## config.mk

```make
export PLATFORM = sky130hd
export DESIGN_NAME = snbp_front
export DESIGN_NICKNAME = d
export VERILOG_FILES = /design/src/design/snbp_pkg.sv /design/src/design/snbp_front.sv
export SDC_FILE = /design/constraint.sdc
export NUM_CORES = 1
export LEC_CHECK = 0
export BUFFER_PORTS_ARGS = -buffer_cell sky130_fd_sc_hd__buf_2
export CELL_PAD_IN_SITES_DETAIL_PLACEMENT = 1
export CELL_PAD_IN_SITES_GLOBAL_PLACEMENT = 1
export CORE_MARGIN = 1.5
export CORE_UTILIZATION = 40
export DETAILED_ROUTE_END_ITERATION = 7
export GPL_TIMING_DRIVEN = 0
export PLACE_DENSITY_LB_ADDON = 0.1
export SLEW_MARGIN = 40
export SYNTH_ARGS = -nofsm -noshare
export SYNTH_HDL_FRONTEND = slang
export SYNTH_SLANG_ARGS = --single-unit
```

## constraint.sdc

```tcl
create_clock -name i_clk -period 4.2 [get_ports i_clk]
set_input_delay 0.21 -clock i_clk [delete_from_list [all_inputs] [get_ports i_clk]]
set_output_delay 0.21 -clock i_clk [all_outputs]
set_load 0.01 [all_outputs]
```

## src/design/snbp_pkg.sv

```systemverilog
// Shared types, codes and defaults of the sigmoid neuron backprop unit.
package snbp_pkg;

    localparam int DEF_MAX_INPUTS = 64;
    localparam int DEF_FRAC_BITS  = 16;

    localparam int ACT_W  = 4;
    localparam int IDX_W  = 6;
    localparam int DATA_W = 32;
    localparam int CFG_W  = 17;
    localparam int KIND_W = 2;

    localparam logic [ACT_W-1:0] ACT_LOAD      = 4'd0;
    localparam logic [ACT_W-1:0] ACT_FORWARD   = 4'd1;
    localparam logic [ACT_W-1:0] ACT_SET_RES   = 4'd2;
    localparam logic [ACT_W-1:0] ACT_BACKWARD  = 4'd3;
    localparam logic [ACT_W-1:0] ACT_SET_DELTA = 4'd4;
    localparam logic [ACT_W-1:0] ACT_GRADIENT  = 4'd5;
    localparam logic [ACT_W-1:0] ACT_ADD_MOM   = 4'd6;
    localparam logic [ACT_W-1:0] ACT_APPLY     = 4'd7;
    localparam logic [ACT_W-1:0] ACT_CLR_MOM   = 4'd8;
    localparam logic [ACT_W-1:0] ACT_READ      = 4'd9;

    localparam logic [KIND_W-1:0] KIND_RESULT = 2'd0;
    localparam logic [KIND_W-1:0] KIND_DELTA  = 2'd1;
    localparam logic [KIND_W-1:0] KIND_CHANGE = 2'd2;
    localparam logic [KIND_W-1:0] KIND_READ   = 2'd3;

    localparam logic CFG_MOMENTUM = 1'b0;
    localparam logic CFG_RATE     = 1'b1;

    localparam logic [CFG_W-1:0] RATE_RESET = 17'd6554;

    typedef struct packed {
        logic [ACT_W-1:0]         action;
        logic signed [DATA_W-1:0] operand;
        logic signed [DATA_W-1:0] second_operand;
        logic                     last;
    } t_item;

    typedef struct packed {
        logic [KIND_W-1:0]        kind;
        logic signed [DATA_W-1:0] value;
        logic                     saturated;
    } t_result;

    typedef enum logic [3:0] {
        S_CLEAR, S_IDLE, S_EXEC, S_ACC, S_SIG, S_D1, S_D2, S_D3, S_D4,
        S_G1, S_G2, S_G3, S_G4, S_OUT
    } t_state;

endpackage

```

## src/design/snbp_front.sv

```systemverilog
// Input queue: accepts transactions, wraps the entry index, holds two items.
module snbp_front import snbp_pkg::*; #(
    parameter int MAX_INPUTS = DEF_MAX_INPUTS,
    localparam int AW = (MAX_INPUTS > 1) ? $clog2(MAX_INPUTS) : 1
) (
    input  logic                     i_clk,
    input  logic                     i_rst_n,
    input  logic                     push,
    output logic                     full,
    input  logic [ACT_W-1:0]         i_action,
    input  logic [IDX_W-1:0]         i_index,
    input  logic signed [DATA_W-1:0] i_operand,
    input  logic signed [DATA_W-1:0] i_second_operand,
    input  logic                     i_last,
    input  logic                     i_busy,
    output logic                     o_valid,
    output t_item                    o_item,
    output logic [AW-1:0]            o_idx,
    input  logic                     i_take
);

    t_item         r_item [2];
    logic [AW-1:0] r_idx  [2];
    logic          r_wp, r_rp;
    logic [1:0]    r_cnt;
    logic          w_in, w_out;

    function automatic logic [AW-1:0] f_wrap(input logic [IDX_W-1:0] v);
        logic [AW-1:0] r;
        r = '0;
        for (int i = 0; i < (1 << IDX_W); i++) begin
            if (v == IDX_W'(i)) r = AW'(i % MAX_INPUTS);
        end
        return r;
    endfunction

    assign full    = (r_cnt == 2'd2) || i_busy;
    assign w_in    = push && !full;
    assign o_valid = (r_cnt != 2'd0);
    assign w_out   = i_take && o_valid;
    assign o_item  = r_item[r_rp];
    assign o_idx   = r_idx[r_rp];

    always_ff @(posedge i_clk) begin
        if (w_in) begin
            r_item[r_wp] <= '{action: i_action, operand: i_operand,
                              second_operand: i_second_operand, last: i_last};
            r_idx[r_wp]  <= f_wrap(i_index);
        end
    end

    always_ff @(posedge i_clk) begin
        if (!i_rst_n) begin
            r_wp  <= 1'b0;
            r_rp  <= 1'b0;
            r_cnt <= 2'd0;
        end else begin
            if (w_in)  r_wp <= ~r_wp;
            if (w_out) r_rp <= ~r_rp;
            r_cnt <= r_cnt + 2'(w_in) - 2'(w_out);
        end
    end

endmodule

```

==> reports/results.txt <==
Synthesis Warnings: 0
Clk sinks: 155
Final core occ: 58.3%
R2R setup slack: 2.21 ns
Post-synth top cells: 150 x edfxtp_1, 50 x mux2_4, 25 x mux2_2, 6 x buf_6, 6 x clkbuf_1
Layout Nets: 600
PortBufs: 150
Net count after synthesis: 347
Reg2Reg Depth: 5
Slew HR: 67.6%
Worst-path clk slew: 0.06 ns
Resized cells post-CTS: 0
Root Driver: clkbuf_16
Share of cells above drive strength 1: 50.8%
I/O Pins: 157
Maximum buffer depth of the clock tree: 2
Final hold vios: 0
Lkg Pwr: 3.25 nW
Initial Util: 40.8%
Post-Synthesis Cell Area: 5880 um^2
Skew final: 0.00556 ns
Final Slew Violations: 0
Startpoint types: register
Min cycle time layout: 1.99 ns
Cts bufs inserted: 17
GRT Util Overall: 15.5%
DPL Wire Length: 7590 um
Power per cell area: 508 nW/um^2
Largest net degree at the start of global routing: 17
Req. time, crit path: 4.32 ns
Crit path from: r_cnt[0]$_SDFF_PN0_
Max incr delay on CP: 0.49 ns
Worst hold path type: in -> reg
Fin crit share: 47.4%
Post-route ant nets: 0
Final setup violation count: 0
Synth top area cells: edfxtp_1 77%, mux2_4 13%, mux2_2 4.8%
Total power: 4.27 mW
Detailed-route wire length per cell: 15.9 um
Crit Reg-Reg Startpoint: r_cnt[0]$_SDFF_PN0_
Fillers: 1346
RSZ-0062 raised after global routing: no
Core Area: 14400 um^2
Placed Area: 7130 um^2
Reg-to-reg endpoint: r_item[1][34]$_DFFE_PP_
Max FO, Critical Path: 16
Prevailing post-synth register cell: edfxtp_1
Arr. time, crit path: 2.11 ns
Worst Hold End: r_idx[0][3]$_DFFE_PP_
Min-delay src: i_index[3]
EDFF count, synth: 150
Area leader, netlist: edfxtp_1
Worst hold path stage count: 1
Slowest cell on crit path: nor2_4
Crit path max-delay family: simple AND/OR/NAND/NOR gates
Number of diodes: 0
Post-synthesis sequential area ratio: 78.3%
CP Cell Sequence: nand2b_1, nand3b_1, nor2_4, buf_16, buf_16
# rows: 44
DIE HEIGHT: 124 um
Maxcap violations: 0
Top-count cell post-synth: edfxtp_1
Die area: 15400 um^2
Final global-route overflow total: 0
Initial antenna violation count: 0
Number of global-route vias before repair: 3580
Setup TNS: 0 ns
Vias: 3234
Global-route wire length before repair: 18300 um
WL final: 11300 um
RD Place Congestion: 0.680
Die W: 124 um
Worst VDD drop: 262 uV
Crit Path Category: reg -> reg
Fmax: 503 MHz
Post-Synthesis Cells: 265
Syn Area/Cell: 22.2 um^2
Library cells used by synthesis: 19
CP bufs+invs: 2
Finished Cell Area: 8410 um^2
Vias per inst: 4.53
DRT iter0 DRCs: 129
Remaining DRCs: 0
Area delta synth->final: 43.0%
H-tree Lvls: 4
Worst Tran Pin Value: 0.485 ns
Asr flop ratio synth: 0%
DRT Pass-1 Iters: 4
Skew-Pair Late Insertion Delay: 0.41 ns
Most frequent CP cell: buf_16
Outcome: complete, no violations
Synth top area share: 76.6%
Crit end category: register
Synth Register Bits: 155
CTS tree: built
==> worst reg2reg max path: stages, from the launching register on <==
cell	delay (ns)
dfxtp_1	0.37
nand2b_1	0.16
nand3b_1	0.29
nor2_4	0.49
buf_16	0.21
buf_16	0.17
==> metrics by stage <==
step | worst slack [ns] | hold WS [ns] | std cells
global placement | -2.27 | 0.397 | 599
detailed placement | 2.18 | 0.401 | 609
global route | 2.05 | 0.0108 | 714
finish | 2.21 | 0.0164 | 714
CTS | 2.17 | 0.000290 | 713
floorplan | -0.0785 | 0.309 | 265
==> flip-flops by register name (all words and copies together), names as in the netlist, named ones only <==
register / count
r_cnt: 2
r_idx: 12
r_item: 138
r_rp: 1
r_wp: 1
==> routing by layer <==
| metal | vias up | track usage (%) | part of all wire, % |
|---|---|---|---|
| met5 | - | 0 | 0 |
| met4 | 0 | 5.68 | 1.5 |
| met3 | 17 | 5.26 | 5.0 |
| met2 | 92 | 27.1 | 53 |
| met1 | 1588 | 17.6 | 41 |
| li1 | 1537 | - | - |
==> cell usage in the layout, fill, tap and decap left out, types with 3 or more instances in the layout <==
| cell | instances |
|---|---|
| mux2_4 | 50 |
| buf_16 | 8 |
| edfxtp_1 | 150 |
| mux2_2 | 25 |
| buf_2 | 152 |
| buf_6 | 6 |
| clkbuf_16 | 17 |
| dlygate4sd3_1 | 74 |
| xnor2_1 | 3 |
| clkbuf_1 | 9 |
| clkinv_1 | 5 |
| dfxtp_1 | 5 |
==> worst max path at each step <==
stage | end | cells after the start | slack [ns]
5_1_grt | r_item[1][46]$_DFFE_PP_ | 5 | 2.05
4_1_cts | r_item[1][26]$_DFFE_PP_ | 5 | 2.17
2_1_floorplan | r_idx[0][0]$_DFFE_PP_ | 3 | -0.08
6_report | r_item[1][34]$_DFFE_PP_ | 5 | 2.21
3_3_place_gp | r_item[0][62]$_DFFE_PP_ | 3 | -2.27
3_5_place_dp | r_item[1][54]$_DFFE_PP_ | 5 | 2.18
==> cell families after synthesis <==
family / count (synthesis) / synth area share [%]
buffers and inverters: 16 / 1.83
AO/OA/AOI/OAI: 1 / 0.128
adder cells (fa/ha/maj): 2 / 0.426
AND/OR/NAND/NOR: 12 / 1.13
multiplexers: 76 / 17.7
flip-flops: 155 / 78.3
XOR/XNOR: 3 / 0.447
==> area by class of cell <==
class                   instances  area [um^2]  share of cell area (%)
well taps                     184          230                    2.74
inverters                       2         7.51                  0.0893
flip-flops and latches        155         4600                    54.8
plain buffers                  14          100                    1.19
multi-input cells              94         1180                    14.1
clock buffers                  20          437                    5.19
clock inverters                11          104                    1.24
repair buffers                234         1740                    20.7
==> repair_timing <==
| item | in CTS | in global routing |
|---|---|---|
| hold buffers | 73 | 1 |
| endpoints found under the hold margin | 146 | 2 |
| buffers inserted | 0 | 0 |
==> power breakdown <==
group          switching [mW]  total, mW  internal [mW]
Clock                   0.545       1.40          0.857
Sequential             0.0334       1.85           1.82
Combinational           0.454       1.01          0.557
Total                    1.03       4.27           3.23
Power figures use the tool's default switching activity.
